<file path="config.mk">
export PLATFORM = sky130hd
export DESIGN_NAME = tap_tempo_estimator
export DESIGN_NICKNAME = d
export VERILOG_FILES = /design/src/rtl/tte_pkg.sv /design/src/rtl/tte_serial_sub.sv /design/src/rtl/tte_ring.sv /design/src/rtl/tte_divider.sv /design/src/rtl/tap_tempo_estimator.sv
export SDC_FILE = /design/constraint.sdc
export NUM_CORES = 1
export LEC_CHECK = 0
export ABC_AREA = 0
export BUFFER_PORTS_ARGS = -buffer_cell sky130_fd_sc_hd__clkbuf_2
export CORE_MARGIN = 2
export CORE_UTILIZATION = 55
export CTS_BUF_LIST = sky130_fd_sc_hd__clkbuf_4 sky130_fd_sc_hd__clkbuf_8
export CTS_CLUSTER_DIAMETER = 40
export DETAILED_ROUTE_END_ITERATION = 7
export GPL_TIMING_DRIVEN = 0
export PLACE_DENSITY_LB_ADDON = 0.1
export SLEW_MARGIN = 20
export SYNTH_ARGS = -nofsm -noshare
export SYNTH_HDL_FRONTEND = slang
export SYNTH_SLANG_ARGS = --single-unit
</file>
<file path="constraint.sdc">
create_clock -name clk -period 3.65 [get_ports clk]
set_clock_uncertainty 0.05 [all_clocks]
set_input_delay 0.73 -clock clk [delete_from_list [all_inputs] [get_ports clk]]
set_output_delay 0.73 -clock clk [all_outputs]
set_load 0.02 [all_outputs]
</file>
<file path="src/rtl/tte_pkg.sv">
// Shared constants for the tap tempo estimator.
// Used by every module under rtl; it depends on nothing else.
package tte_pkg;

    localparam int NUM_CHANNELS_DEFAULT  = 3;
    localparam int HISTORY_DEPTH_DEFAULT = 5;

    localparam int TIME_W      = 32;
    localparam int INTERVAL_W  = 12;
    localparam int TEMPO_W     = 11;
    localparam int CFG_W       = 12;
    localparam int CFG_INDEX_W = 2;
    localparam int DIGIT_W     = 4;

    localparam int TENTHS_SCALE = 600000;
    localparam int TEMPO_MIN    = 400;
    localparam int TEMPO_MAX    = 2000;

    localparam logic [CFG_W-1:0] MIN_INTERVAL_RESET = 12'd100;
    localparam logic [CFG_W-1:0] MAX_INTERVAL_RESET = 12'd3000;

    localparam logic [CFG_INDEX_W-1:0] CFG_MIN_INTERVAL = 2'd0;
    localparam logic [CFG_INDEX_W-1:0] CFG_MAX_INTERVAL = 2'd1;

endpackage

</file>
<file path="src/rtl/tte_serial_sub.sv">
// Digit-serial 32-bit subtractor for tap intervals, one digit per cycle.
// Depends on tte_pkg.
module tte_serial_sub
(
    input  logic                       clk,
    input  logic                       rst_n,
    input  logic                       start,
    input  logic [tte_pkg::TIME_W-1:0] minuend,
    input  logic [tte_pkg::TIME_W-1:0] subtrahend,
    output logic                       done,
    output logic [tte_pkg::TIME_W-1:0] diff
);

    localparam int N_DIGITS = tte_pkg::TIME_W / tte_pkg::DIGIT_W;
    localparam int DCNT_W   = $clog2(N_DIGITS);

    logic [tte_pkg::TIME_W-1:0]  a_sr_reg;
    logic [tte_pkg::TIME_W-1:0]  b_sr_reg;
    logic [tte_pkg::TIME_W-1:0]  diff_sr_reg;
    logic                        borrow_reg;
    logic                        busy_reg;
    logic                        done_reg;
    logic [DCNT_W-1:0]           dcnt_reg;
    logic [tte_pkg::DIGIT_W:0]   digit_step;

    assign digit_step = {1'b0, a_sr_reg[tte_pkg::DIGIT_W-1:0]}
                      - {1'b0, b_sr_reg[tte_pkg::DIGIT_W-1:0]}
                      - {{tte_pkg::DIGIT_W{1'b0}}, borrow_reg};

    always_ff @(posedge clk or negedge rst_n)
    begin
        if (!rst_n)
        begin
            busy_reg <= 1'b0;
            done_reg <= 1'b0;
            dcnt_reg <= '0;
        end
        else
        begin
            done_reg <= 1'b0;
            if (start)
            begin
                busy_reg <= 1'b1;
                dcnt_reg <= '0;
            end
            else if (busy_reg)
            begin
                dcnt_reg <= dcnt_reg + 1'b1;
                if (dcnt_reg == DCNT_W'(N_DIGITS - 1))
                begin
                    busy_reg <= 1'b0;
                    done_reg <= 1'b1;
                end
            end
        end
    end

    always_ff @(posedge clk)
    begin
        if (start)
        begin
            a_sr_reg   <= minuend;
            b_sr_reg   <= subtrahend;
            borrow_reg <= 1'b0;
        end
        else if (busy_reg)
        begin
            a_sr_reg    <= a_sr_reg >> tte_pkg::DIGIT_W;
            b_sr_reg    <= b_sr_reg >> tte_pkg::DIGIT_W;
            borrow_reg  <= digit_step[tte_pkg::DIGIT_W];
            diff_sr_reg <= {digit_step[tte_pkg::DIGIT_W-1:0],
                            diff_sr_reg[tte_pkg::TIME_W-1:tte_pkg::DIGIT_W]};
        end
    end

    assign done = done_reg;
    assign diff = diff_sr_reg;

endmodule

</file>
<file path="src/rtl/tte_ring.sv">
// Interval history memory for all channels, one write and one registered read port.
// Depends on tte_pkg.
module tte_ring
#(
    parameter int NUM_CHANNELS  = tte_pkg::NUM_CHANNELS_DEFAULT,
    parameter int HISTORY_DEPTH = tte_pkg::HISTORY_DEPTH_DEFAULT,
    localparam int ENTRIES = NUM_CHANNELS * HISTORY_DEPTH,
    localparam int ADDR_W  = $clog2(ENTRIES)
)
(
    input  logic                           clk,
    input  logic                           we,
    input  logic [ADDR_W-1:0]              waddr,
    input  logic [tte_pkg::INTERVAL_W-1:0] wdata,
    input  logic                           re,
    input  logic [ADDR_W-1:0]              raddr,
    output logic [tte_pkg::INTERVAL_W-1:0] rdata
);

    logic [tte_pkg::INTERVAL_W-1:0] mem [ENTRIES];
    logic [tte_pkg::INTERVAL_W-1:0] rdata_reg;

    always_ff @(posedge clk)
    begin
        if (we)
        begin
            mem[waddr] <= wdata;
        end
        if (re)
        begin
            rdata_reg <= mem[raddr];
        end
    end

    assign rdata = rdata_reg;

endmodule

</file>
<file path="src/rtl/tte_divider.sv">
// Bit-serial restoring divider: floor(600000 * n / sum), clamped to the tempo range.
// Depends on tte_pkg.
module tte_divider
#(
    parameter int HISTORY_DEPTH = tte_pkg::HISTORY_DEPTH_DEFAULT,
    localparam int CNT_W = $clog2(HISTORY_DEPTH + 1),
    localparam int SUM_W = tte_pkg::INTERVAL_W + CNT_W
)
(
    input  logic                        clk,
    input  logic                        rst_n,
    input  logic                        start,
    input  logic [CNT_W-1:0]            count,
    input  logic [SUM_W-1:0]            divisor,
    output logic                        done,
    output logic [tte_pkg::TEMPO_W-1:0] tempo
);

    localparam int NUM_W  = $clog2(tte_pkg::TENTHS_SCALE * HISTORY_DEPTH + 1);
    localparam int STEP_W = $clog2(NUM_W + 1);
    localparam logic [NUM_W-1:0] SCALE_N = NUM_W'(tte_pkg::TENTHS_SCALE);
    localparam logic [NUM_W-1:0] Q_MAX   = NUM_W'(tte_pkg::TEMPO_MAX);
    localparam logic [NUM_W-1:0] Q_MIN   = NUM_W'(tte_pkg::TEMPO_MIN);

    logic                        busy_reg;
    logic                        fin_reg;
    logic                        done_reg;
    logic [STEP_W-1:0]           step_reg;
    logic [NUM_W-1:0]            num_reg;
    logic [NUM_W-1:0]            quo_reg;
    logic [SUM_W-1:0]            rem_reg;
    logic [SUM_W-1:0]            div_reg;
    logic [tte_pkg::TEMPO_W-1:0] tempo_reg;
    logic [SUM_W:0]              trial;
    logic [SUM_W:0]              rem_step;
    logic                        q_bit;

    always_comb
    begin
        trial    = {rem_reg, num_reg[NUM_W-1]};
        q_bit    = (trial >= {1'b0, div_reg});
        rem_step = q_bit ? (trial - {1'b0, div_reg}) : trial;
    end

    always_ff @(posedge clk or negedge rst_n)
    begin
        if (!rst_n)
        begin
            busy_reg <= 1'b0;
            fin_reg  <= 1'b0;
            done_reg <= 1'b0;
            step_reg <= '0;
        end
        else
        begin
            done_reg <= fin_reg;
            fin_reg  <= 1'b0;
            if (start)
            begin
                busy_reg <= 1'b1;
                step_reg <= '0;
            end
            else if (busy_reg)
            begin
                step_reg <= step_reg + 1'b1;
                if (step_reg == STEP_W'(NUM_W - 1))
                begin
                    busy_reg <= 1'b0;
                    fin_reg  <= 1'b1;
                end
            end
        end
    end

    always_ff @(posedge clk)
    begin
        if (start)
        begin
            num_reg <= SCALE_N * NUM_W'(count);
            div_reg <= divisor;
            rem_reg <= '0;
            quo_reg <= '0;
        end
        else if (busy_reg)
        begin
            num_reg <= num_reg << 1;
            rem_reg <= rem_step[SUM_W-1:0];
            quo_reg <= {quo_reg[NUM_W-2:0], q_bit};
        end
        if (fin_reg)
        begin
            if (quo_reg > Q_MAX)
            begin
                tempo_reg <= tte_pkg::TEMPO_W'(tte_pkg::TEMPO_MAX);
            end
            else if (quo_reg < Q_MIN)
            begin
                tempo_reg <= tte_pkg::TEMPO_W'(tte_pkg::TEMPO_MIN);
            end
            else
            begin
                tempo_reg <= quo_reg[tte_pkg::TEMPO_W-1:0];
            end
        end
    end

    assign done  = done_reg;
    assign tempo = tempo_reg;

endmodule

</file>
<file path="src/rtl/tap_tempo_estimator.sv">
// Top level of the tap tempo estimator: channel state, control sequencer, output register.
// Depends on tte_pkg, tte_serial_sub, tte_ring and tte_divider.
//
// Each transfer on the s_ channel is one tap: a channel number and a millisecond
// timestamp. A channel's first tap only records its time. Later taps measure the
// interval since the previous tap; an interval outside the configured limits
// clears that channel's history. From the second valid interval on, one transfer
// leaves on the m_ channel with the channel and its tempo in tenths of BPM,
// clamped to 400..2000. Taps on channels beyond the configured count are dropped.
// Register writes on the cfg_ channel are taken in any cycle (index 0 sets the
// shortest interval, index 1 the longest); they are meant for idle periods.
// First and dropped taps are done in their transfer cycle; a rejected or first
// stored interval holds s_tready low through the serial subtract and the range
// check. A tap that yields a tempo raises m_tvalid after the 8-digit serial
// subtract, the range check, the history sum read one entry per cycle over the n
// stored intervals and, at default parameters, the 22-step serial division;
// s_tready returns high in the same cycle that m_tvalid presents the tempo. One
// tap is worked on at a time. A finished result waits in the output register while
// the receiver stalls and the next tap is taken; a second tempo then waits with
// s_tready low. Reset clears all channel history and restores the limits to 100 ms and 3000 ms.
module tap_tempo_estimator
#(
    parameter int NUM_CHANNELS  = tte_pkg::NUM_CHANNELS_DEFAULT,
    parameter int HISTORY_DEPTH = tte_pkg::HISTORY_DEPTH_DEFAULT,
    localparam int CH_W       = (NUM_CHANNELS > 1) ? $clog2(NUM_CHANNELS) : 1,
    localparam int IN_DATA_W  = ((CH_W + tte_pkg::TIME_W + 7) / 8) * 8,
    localparam int OUT_DATA_W = ((CH_W + tte_pkg::TEMPO_W + 7) / 8) * 8
)
(
    input  logic                            clk,
    input  logic                            rst_n,
    input  logic                            s_tvalid,
    output logic                            s_tready,
    input  logic [IN_DATA_W-1:0]            s_tdata,   // tap_channel, time_ms
    output logic                            m_tvalid,
    input  logic                            m_tready,
    output logic [OUT_DATA_W-1:0]           m_tdata,   // out_channel, tempo_tenths
    input  logic                            cfg_valid,
    output logic                            cfg_ready,
    input  logic [tte_pkg::CFG_INDEX_W-1:0] cfg_index,
    input  logic [tte_pkg::CFG_W-1:0]       cfg_data
);

    localparam int CNT_W   = $clog2(HISTORY_DEPTH + 1);
    localparam int SLOT_W  = $clog2(HISTORY_DEPTH);
    localparam int SUM_W   = tte_pkg::INTERVAL_W + CNT_W;
    localparam int ADDR_W  = $clog2(NUM_CHANNELS * HISTORY_DEPTH);
    localparam int TIME_W  = tte_pkg::TIME_W;
    localparam int IV_W    = tte_pkg::INTERVAL_W;
    localparam logic [CH_W:0]      NCH_C   = (CH_W + 1)'(NUM_CHANNELS);
    localparam logic [CNT_W-1:0]   DEPTH_C = CNT_W'(HISTORY_DEPTH);
    localparam logic [SLOT_W-1:0]  LAST_SLOT = SLOT_W'(HISTORY_DEPTH - 1);
    localparam logic [ADDR_W-1:0]  DEPTH_A = ADDR_W'(HISTORY_DEPTH);

    typedef enum logic [5:0]
    {
        ST_IDLE  = 6'b000001,
        ST_SUB   = 6'b000010,
        ST_CHECK = 6'b000100,
        ST_SUM   = 6'b001000,
        ST_DIV   = 6'b010000,
        ST_OUT   = 6'b100000
    } state_t;

    state_t                      state_reg;
    state_t                      state_next;
    logic [tte_pkg::CFG_W-1:0]   min_reg;
    logic [tte_pkg::CFG_W-1:0]   max_reg;
    logic [TIME_W-1:0]           last_time_reg [NUM_CHANNELS];
    logic [NUM_CHANNELS-1:0]     seen_reg;
    logic [CNT_W-1:0]            count_reg [NUM_CHANNELS];
    logic [SLOT_W-1:0]           slot_reg [NUM_CHANNELS];
    logic [CH_W-1:0]             ch_reg;
    logic [TIME_W-1:0]           now_reg;
    logic [CNT_W-1:0]            n_reg;
    logic [CNT_W-1:0]            rd_idx_reg;
    logic                        rd_valid_reg;
    logic [SUM_W-1:0]            sum_reg;
    logic                        m_valid_reg;
    logic [OUT_DATA_W-1:0]       m_data_reg;

    logic [CH_W-1:0]             s_ch;
    logic [TIME_W-1:0]           s_time;
    logic                        in_fire;
    logic                        ch_ok;
    logic                        start_sub;
    logic                        sub_done;
    logic [TIME_W-1:0]           sub_diff;
    logic                        in_range;
    logic [CNT_W-1:0]            count_cur;
    logic [CNT_W-1:0]            cnt_inc;
    logic [SLOT_W-1:0]           slot_cur;
    logic [SLOT_W-1:0]           slot_adv;
    logic [ADDR_W-1:0]           base_addr;
    logic                        ring_we;
    logic                        ring_re;
    logic [IV_W-1:0]             ring_rdata;
    logic                        sum_finish;
    logic                        div_done;
    logic [tte_pkg::TEMPO_W-1:0] div_tempo;
    logic                        out_free;

    assign s_ch      = s_tdata[CH_W-1:0];
    assign s_time    = s_tdata[CH_W +: TIME_W];
    assign s_tready  = (state_reg == ST_IDLE);
    assign in_fire   = s_tvalid && s_tready;
    assign ch_ok     = ({1'b0, s_ch} < NCH_C);
    assign cfg_ready = 1'b1;
    assign out_free  = !m_valid_reg || m_tready;

    always_comb
    begin
        start_sub = 1'b0;
        if (in_fire && ch_ok)
        begin
            start_sub = seen_reg[s_ch];
        end
    end

    always_comb
    begin
        count_cur  = count_reg[ch_reg];
        slot_cur   = slot_reg[ch_reg];
        cnt_inc    = (count_cur == DEPTH_C) ? count_cur : count_cur + 1'b1;
        slot_adv   = (slot_cur == LAST_SLOT) ? '0 : slot_cur + 1'b1;
        in_range   = (sub_diff[TIME_W-1:IV_W] == '0)
                  && (sub_diff[IV_W-1:0] >= min_reg)
                  && (sub_diff[IV_W-1:0] <= max_reg);
        base_addr  = ADDR_W'(ch_reg) * DEPTH_A;
        ring_we    = (state_reg == ST_CHECK) && in_range;
        ring_re    = (state_reg == ST_SUM) && (rd_idx_reg != n_reg);
        sum_finish = (rd_idx_reg == n_reg) && !rd_valid_reg;
    end

    always_comb
    begin
        state_next = state_reg;
        case (state_reg)
            ST_IDLE:
            begin
                if (start_sub)
                begin
                    state_next = ST_SUB;
                end
            end
            ST_SUB:
            begin
                if (sub_done)
                begin
                    state_next = ST_CHECK;
                end
            end
            ST_CHECK:
            begin
                if (in_range && (cnt_inc >= CNT_W'(2)))
                begin
                    state_next = ST_SUM;
                end
                else
                begin
                    state_next = ST_IDLE;
                end
            end
            ST_SUM:
            begin
                if (sum_finish)
                begin
                    state_next = ST_DIV;
                end
            end
            ST_DIV:
            begin
                if (div_done)
                begin
                    state_next = ST_OUT;
                end
            end
            ST_OUT:
            begin
                if (out_free)
                begin
                    state_next = ST_IDLE;
                end
            end
            default:
            begin
                state_next = ST_IDLE;
            end
        endcase
    end

    always_ff @(posedge clk or negedge rst_n)
    begin
        if (!rst_n)
        begin
            state_reg    <= ST_IDLE;
            min_reg      <= tte_pkg::MIN_INTERVAL_RESET;
            max_reg      <= tte_pkg::MAX_INTERVAL_RESET;
            seen_reg     <= '0;
            rd_valid_reg <= 1'b0;
            m_valid_reg  <= 1'b0;
            for (int i = 0; i < NUM_CHANNELS; i++)
            begin
                last_time_reg[i] <= '0;
                count_reg[i]     <= '0;
                slot_reg[i]      <= '0;
            end
        end
        else
        begin
            state_reg <= state_next;

            if (cfg_valid)
            begin
                case (cfg_index)
                    tte_pkg::CFG_MIN_INTERVAL: min_reg <= cfg_data;
                    tte_pkg::CFG_MAX_INTERVAL: max_reg <= cfg_data;
                    default: ;
                endcase
            end

            if (in_fire && ch_ok && !seen_reg[s_ch])
            begin
                seen_reg[s_ch]      <= 1'b1;
                last_time_reg[s_ch] <= s_time;
                count_reg[s_ch]     <= '0;
                slot_reg[s_ch]      <= '0;
            end

            if (state_reg == ST_CHECK)
            begin
                last_time_reg[ch_reg] <= now_reg;
                if (in_range)
                begin
                    count_reg[ch_reg] <= cnt_inc;
                    slot_reg[ch_reg]  <= slot_adv;
                end
                else
                begin
                    count_reg[ch_reg] <= '0;
                    slot_reg[ch_reg]  <= '0;
                end
            end

            rd_valid_reg <= ring_re;

            if ((state_reg == ST_OUT) && out_free)
            begin
                m_valid_reg <= 1'b1;
            end
            else if (m_tready)
            begin
                m_valid_reg <= 1'b0;
            end
        end
    end

    always_ff @(posedge clk)
    begin
        if (in_fire)
        begin
            ch_reg  <= s_ch;
            now_reg <= s_time;
        end
        if (state_reg == ST_CHECK)
        begin
            n_reg      <= cnt_inc;
            rd_idx_reg <= '0;
            sum_reg    <= '0;
        end
        else if (state_reg == ST_SUM)
        begin
            if (ring_re)
            begin
                rd_idx_reg <= rd_idx_reg + 1'b1;
            end
            if (rd_valid_reg)
            begin
                sum_reg <= sum_reg + SUM_W'(ring_rdata);
            end
        end
        if ((state_reg == ST_OUT) && out_free)
        begin
            m_data_reg <= OUT_DATA_W'({div_tempo, ch_reg});
        end
    end

    assign m_tvalid = m_valid_reg;
    assign m_tdata  = m_data_reg;

    tte_serial_sub u_sub
    (
        .clk        (clk),
        .rst_n      (rst_n),
        .start      (start_sub),
        .minuend    (s_time),
        .subtrahend (last_time_reg[s_ch]),
        .done       (sub_done),
        .diff       (sub_diff)
    );

    tte_ring
    #(
        .NUM_CHANNELS  (NUM_CHANNELS),
        .HISTORY_DEPTH (HISTORY_DEPTH)
    )
    u_ring
    (
        .clk   (clk),
        .we    (ring_we),
        .waddr (base_addr + ADDR_W'(slot_cur)),
        .wdata (sub_diff[IV_W-1:0]),
        .re    (ring_re),
        .raddr (base_addr + ADDR_W'(rd_idx_reg[SLOT_W-1:0])),
        .rdata (ring_rdata)
    );

    tte_divider
    #(
        .HISTORY_DEPTH (HISTORY_DEPTH)
    )
    u_div
    (
        .clk     (clk),
        .rst_n   (rst_n),
        .start   ((state_reg == ST_SUM) && sum_finish),
        .count   (n_reg),
        .divisor (sum_reg),
        .done    (div_done),
        .tempo   (div_tempo)
    );

    // A delivered tempo always lies inside the clamp range.
    assert property (@(posedge clk) disable iff (!rst_n)
        m_valid_reg |->
            (m_data_reg[CH_W +: tte_pkg::TEMPO_W] >= tte_pkg::TEMPO_W'(tte_pkg::TEMPO_MIN))
         && (m_data_reg[CH_W +: tte_pkg::TEMPO_W] <= tte_pkg::TEMPO_W'(tte_pkg::TEMPO_MAX)))
        else $error("tempo outside clamp range");

    assert property (@(posedge clk) disable iff (!rst_n)
        sub_done |-> (state_reg == ST_SUB))
        else $error("subtractor finished outside the subtract phase");

    assert property (@(posedge clk) disable iff (!rst_n)
        div_done |-> (state_reg == ST_DIV))
        else $error("divider finished outside the divide phase");

    assert property (@(posedge clk) disable iff (!rst_n)
        (state_reg == ST_CHECK) |-> (count_reg[ch_reg] <= DEPTH_C))
        else $error("interval count above history depth");

    assert property (@(posedge clk) disable iff (!rst_n)
        in_fire |=> ((state_reg == ST_IDLE) || (state_reg == ST_SUB)))
        else $error("tap transfer led to an unexpected state");

endmodule

</file>
## Word level (Yosys, flattened, before mapping)

Memories as Yosys holds them, arrays and structs flattened. A register that Yosys moved wholly into a read port is not among the register bits.
Index checks and enable logic that the tools add are counted.

- Bitwise logic cells: 10
- Mux-type cells: 71
- Shift operators: 0
- Eq/ne operators: 18
- Multipliers: 2
- Magnitude comparators: 13
- Div/mod/pow operators: 0
- Reduce and logical (&&, ||, !) cells: 30
- $add $sub $neg: 11

Operators with widths:

| cell | number |
|---|---|
| 32-bit 2-to-1 mux | 8 |
| 96-bit bitwise mux | 2 |
| 96-bit 2-to-1 mux | 2 |
| 32-bit demux with 2-bit select | 2 |
| 32-bit binary-select mux with 2-bit select | 1 |
| 9-bit 2-to-1 mux | 6 |
| 22-bit 2-to-1 mux | 2 |
| 9-bit AND | 4 |
| 6-bit case mux with 6 select lines | 1 |
| 3-bit 2-to-1 mux | 10 |
| 6-bit 2-to-1 mux | 5 |
| 22-bit by 11-bit greater-than comparator with 1-bit output (second input constant) | 1 |
| 22-bit by 9-bit less-than comparator with 1-bit output (second input constant) | 1 |
| 20-bit logical NOT | 1 |
| 1-bit 2-to-1 mux | 19 |
| 9-bit bitwise mux | 2 |
| 9-bit NOT | 2 |
| 16-bit by 15-bit >= comparator with 1-bit output | 1 |
| 14-bit by 3-bit multiplier with 16-bit output (first input constant) | 1 |
| 15-bit by 12-bit adder with 15-bit output | 1 |
| 15-bit 2-to-1 mux | 1 |
| 15-bit subtractor | 1 |
| 1-bit logical AND | 14 |
| 3-bit by 1-bit adder with 3-bit output (second input constant) | 4 |
| 43 further kinds | 63 |

- Memories kept: 1
- Latch bits: 0
- ROM bits: 0
- Output and inout port bits: 19
- Input bits: 59
- Register bits: 406
- RAM bits: 180

Memory list:

| memory | words | bits a word | read ports | clocked after Yosys merged registers in | wr ports | RTL line | text |
|---|---|---|---|---|---|---|---|
| u_ring.mem | 15 | 12 | 1 | 1 | 1 | tte_ring.sv:20 | `logic [tte_pkg::INTERVAL_W-1:0] mem [ENTRIES];` |

## Longest topological paths before layout

- Depth in word-level cells: 11
- Gate-level depth with buffers: 12

## Cells and area by module

Synthesis repeated with hierarchy kept, for this count alone.

- Cells, all modules: 2086
- Area total of the unflattened synthesis: 27098.5 µm²

By module, submodules not included:

| module | times used | cells each | area an instance (µm²) |
|---|---|---|---|
| tap_tempo_estimator | 1 | 1093 | 11143.2 |
| tte_ring | 1 | 357 | 7390.8 |
| tte_divider | 1 | 419 | 4471.8 |
| tte_serial_sub | 1 | 217 | 4092.7 |

## Worst setup path after synthesis

No wires, ideal clock.

- Path kind: input-to-reg
- Start point: in s_tdata[1]
- End point: reg u_sub.a_sr_reg[0] (netlist name) (enable)
- Path buffers: 4
- Setup slack: -0.289 ns
- Arrival: 3.466 ns
- Cell stages on the path: 8
- Library setup time: 0.424 ns
- Path through: clkbuf_1 nor2b_1 clkbuf_1 a21oi_1 or2_2 clkbuf_1 clkbuf_1 nand2_1

- Word-level cells in the longest chain between the ends: 4

RTL lines:

| what | RTL line | text |
|---|---|---|
| start: declaration | tap_tempo_estimator.sv:34 | `input logic [IN_DATA_W-1:0] s_tdata,` |
| 1-bit binary-select mux with 2-bit select or 2-bit less-than comparator (tied branches) | tap_tempo_estimator.sv:116, tap_tempo_estimator.sv:107 |  |
| 1-bit 2-to-1 mux (implied by the code) or 1-bit logical AND (tied branches) | tap_tempo_estimator.sv:116, tap_tempo_estimator.sv:114 |  |
| 1-bit 2-to-1 mux * | tap_tempo_estimator.sv:114 | `if (in_fire && ch_ok)` |
| 2-bit nonzero test (no line) * | - |  |
| end signal: assignment | tte_serial_sub.sv:62 | `a_sr_reg <= minuend;` |
| end signal: assignment | tte_serial_sub.sv:68 | `a_sr_reg <= a_sr_reg >> tte_pkg::DIGIT_W;` |
| end: declaration | tte_serial_sub.sv:17 | `logic [tte_pkg::TIME_W-1:0] a_sr_reg;` |

Mark *: on every way between the ends. The rest lies on a longest branch, timed or not. The select of a mux whose other input is x is not followed.
A chain may end at the register's enable or synchronous reset.

## Worst setup path in the final report

- Start point: reg u_sub.diff_sr_reg (netlist bit u_sub.diff[11])
- End point: mem u_ring.mem[8][10] (netlist name) (enable)

- Word-level cells in the longest chain between the ends: 6

RTL lines:

| what | RTL line | text |
|---|---|---|
| start: declaration | tte_serial_sub.sv:19 | `logic [tte_pkg::TIME_W-1:0] diff_sr_reg;` |
| start signal: assignment | tte_serial_sub.sv:71 | `diff_sr_reg <= {digit_step[tte_pkg::DIGIT_W-1:0],` |
| 12-bit >= comparator | tap_tempo_estimator.sv:127 | `&& (sub_diff[IV_W-1:0] >= min_reg)` |
| 1-bit logical AND | tap_tempo_estimator.sv:127 |  |
| 1-bit logical AND * | tap_tempo_estimator.sv:128 | `&& (sub_diff[IV_W-1:0] <= max_reg);` |
| 1-bit logical AND * | tap_tempo_estimator.sv:130 | `ring_we = (state_reg == ST_CHECK) && in_range;` |
| 1-bit 2-to-1 mux * | tte_ring.sv:25 | `if (we)` |
| 1-bit 2-to-1 mux (implied by the code) * | tte_ring.sv:27 | `mem[waddr] <= wdata;` |
| end: declaration | tte_ring.sv:20 |  |

Mark *: on every way between the ends. The rest lies on a longest branch, timed or not.

==> summary.md <==
| Metric | Value |
|---|---|
| Final count of negative-setup-slack endpoints | 0 |
| Via count | around 17000 |
| Final Hold Viols | 0 |
| YS warnings | 0 |
| DRC | 0 |
| CTS Root Cell | clkbuf_8 |
| PwrDens | between 400 and 500 mW/mm2 |
| Worst vdd ir | 335 uV |
| Hold WC Path Type | in2reg |
| Clock Power Share | 0.454 |
| Post-Synthesis Cells | 2172 |
| Internal power | 10.9 mW |
| Yosys reg bits | 598 |
| Crit-path max cell delay | 0.78 ns |
| Cells along the critical path | ha_1 -> a21oi_1 -> o21ai_0 -> a211oi_1 -> o311a_1 -> clkbuf_2 -> nand3_1 -> nor2_4 -> buf_12 |
| Status | completed |
| Final Critical Period | 3.41 ns |
| Die Y | 224 um |
| Vias in the first global route | 17600 |
| Post-synth EDFFs | 380 |
| F_max | slightly below 300 MHz |
| Hold slack | 0.226 ns |
| CTS tree | yes |
| Post-Syn Area per Cell | 12.3 um2 |
| Die Span X | 224 um |
| Sequential share of the synthesized area | 0.622 |
| CP startpoint | u_sub.diff[11] |
| Crit path max-delay cell type | edfxtp_1 |
| Commonest non-fill, non-tap cell in the layout | edfxtp_1 |
| Routed wire length | 60000 um |
| Global placement routability congestion | about 0.85 |
| CP delay by family, top | compound AO/OA/AOI/OAI gates |
| Tcrit/Tclk final | 0.935 |
| Number of top-level pins | 78 |
| RSZ-0062 raised after global routing | false |
| Post-DP HPWL | roughly 40000 um |
| Initial antenna violation count | 2 |
| Nets@finish | 2525 |
| Least-Margin Pin Slew | 0.964 ns |
| Slew headroom | 0.357 |
| Reg power frac | 0.521 |
| Lkg Pwr | 11.0 nW |
| Mapped Area | 0.0267 mm2 |
| Layout cell share with drive strength beyond 1 | 0.162 |
| Most used DFF post-synth | edfxtp_1 |
| Critical Path Sink Type | flop |
| Net Switching | 2.93 mW |
| Pre-antenna DRT Iters | 5 |
| R2R depth | 9 |
| FF-to-FF setup slack | about 0.24 ns |
| CTS Buf Count | 100 |
| Net Sw Frac | 0.212 |
| Wire length per cell | 19.5 um |
| CP bufs+invs | 2 |
| Max-Cap Viols | 0 |
| Total gr overflow | 0 |
| Critical Path AT | 3.73 ns |
| Initial core utilization | 0.558 |
| Ys async rst share | 0.271 |
| WP data required | 3.97 ns |
| Worst setup margin | roughly 0.24 ns |
| Port bufs | 67 |
| First-pass GRT wire length | between 90000 and 100000 um |
| Initial drt markers | 1175 |
| Hold Path Cell Cnt | 3 |
| Logic gate share of total power | 0.025 |
| CP max FO | 18 |
| Vias per std cell | 5.65 |
| Startpoint type of the worst setup path | flop |
| Clock Pin Slew Worst Setup and Hold Paths | 0.06 ns |
| Worst r2r src | u_sub.diff[11] |
| Clock Sink Count | 598 |
| CORE AREA | 0.0478 mm2 |
| CTS max path bufs | 3 |
| Worst R2R End | u_ring.mem[8][10] |
| Worst skew pair latency | 0.68 ns |
| Largest net degree at the start of global routing | 81 |
| Kind of critical path | reg2reg |
| Layout area overhead | 14.9% |
| Post-layout util | 0.641 |
| Max reg flops | 180 |
| H-tree depth | 3 |
| Worst Min Path Start | cfg_data[7] |
| Site Rows | 80 |
| Final ANT Viol Nets | 0 |
| Placed insts | 2861 |
| Post-place setup slack | -0.736 ns |
| Commonest non-fill, non-tap cells in the layout | 380 x edfxtp_1, 275 x nand2_1, 176 x mux2i_1, 163 x nor2_1, 158 x o21ai_0 |
| Library cells used by synthesis | 70 |
| Hold Crit Endpoint | min_reg[7] |
| ANT cells | 0 |
| Max-slew violation count | 0 |
| Finished Layout Cells | 3080 |
| Die area | ~0.050 mm2 |
| Overall Global Routing Usage | 0.243 |
## metrics by stage
| step | TNS [ns] | power [mW] | instance area (um2) |
|---|---|---|---|
| 6_report | 0 | 13.9 | 30700 |
| 5_1_grt | 0 | 14.3 | 30700 |
| 4_1_cts | -0.0784 | 14.0 | 30500 |
| 3_5_place_dp | -86.74 | 7.71 | 28000 |
| 3_3_place_gp | -375.60 | 7.69 | 27800 |
| 2_1_floorplan | 0 | 7.54 | 26700 |
## power by group through the flow
| stage | sequential, mW | clock (mW) | combinational [mW] |
|---|---|---|---|
| 4_1_cts | 7.22 | 6.43 | 0.352 |
| 3_3_place_gp | 7.36 | 0 | 0.333 |
| 2_1_floorplan | 7.35 | 0 | 0.191 |
| 5_1_grt | 7.22 | 6.72 | 0.400 |
| 6_report | 7.22 | 6.28 | 0.348 |
| 3_5_place_dp | 7.36 | 0 | 0.349 |
## cell type report
cell class	count	area (um2)
plain buffers	116	510
clock buffers	144	1780
clock inverters	45	382
fillers	3666	17200
inverters	74	278
repair buffers	102	862
multi-input cells	1386	9490
well taps	615	769
flip-flops and latches	598	16600
## cells by family after synthesis
| family | after synthesis | share of synthesized area |
|---|---|---|
| mux | 226 | 0.102 |
| flops | 598 | 0.622 |
| fa+ha+maj | 88 | 0.0440 |
| compound gates | 412 | 0.0872 |
| buf+inv | 190 | 0.0293 |
| other cells | 2 | 0.000281 |
| simple gates | 610 | 0.100 |
| xor+xnor | 46 | 0.0151 |
## routing by layer
| layer | global-route usage | wire, um |
|---|---|---|
| met1 | 0.332 | 26600 |
| met2 | 0.398 | 28900 |
| met3 | 0.0414 | 3300 |
| met4 | 0.0793 | 1150 |
| met5 | 0 | 24 |
## repair_timing
item                       in CTS  in global routing
setup endpoints to repair     192                182
hold endpoints to repair       10                  0
hold buffers                    1                  0
gates resized for setup        19                  9
buffers inserted               18                 11
pin swaps                       9                  5
## worst max path at each step
stage	cells after the start	end
2_1_floorplan	8	u_ring.mem[0][0]
3_3_place_gp	1	u_div.busy_reg
3_5_place_dp	8	u_ring.mem[0][4]
4_1_cts	9	u_ring.mem[9][10]
5_1_grt	10	u_ring.mem[8][6]
6_report	9	u_ring.mem[8][10]
## tightest hold or removal path, stage by stage
cell and delay, ns:
clkbuf_2 0.09, nand2_1 0.04, o21ai_0 0.05
## Yosys cell counts, types with 12 or more instances
cell | instances | share of area
a211oi_1 | 34 | 0.0096
a21o_1 | 12 | 0.0034
a21oi_1 | 149 | 0.028
and2_1 | 15 | 0.0035
buf_2 | 15 | 0.0028
clkbuf_1 | 83 | 0.012
dfrtp_1 | 151 | 0.14
dfxtp_1 | 56 | 0.042
edfxtp_1 | 380 | 0.43
ha_1 | 78 | 0.037
inv_1 | 72 | 0.010
mux2_2 | 14 | 0.0059
mux2i_1 | 176 | 0.066
mux4_2 | 36 | 0.030
nand2_1 | 276 | 0.039
nand2b_1 | 12 | 0.0028
nand3_1 | 33 | 0.0062
nor2_1 | 181 | 0.025
nor2b_1 | 25 | 0.0059
o21ai_0 | 158 | 0.030
xnor2_1 | 27 | 0.0089
xor2_1 | 19 | 0.0062
Note: power is estimated with default switching activity, not from simulation.
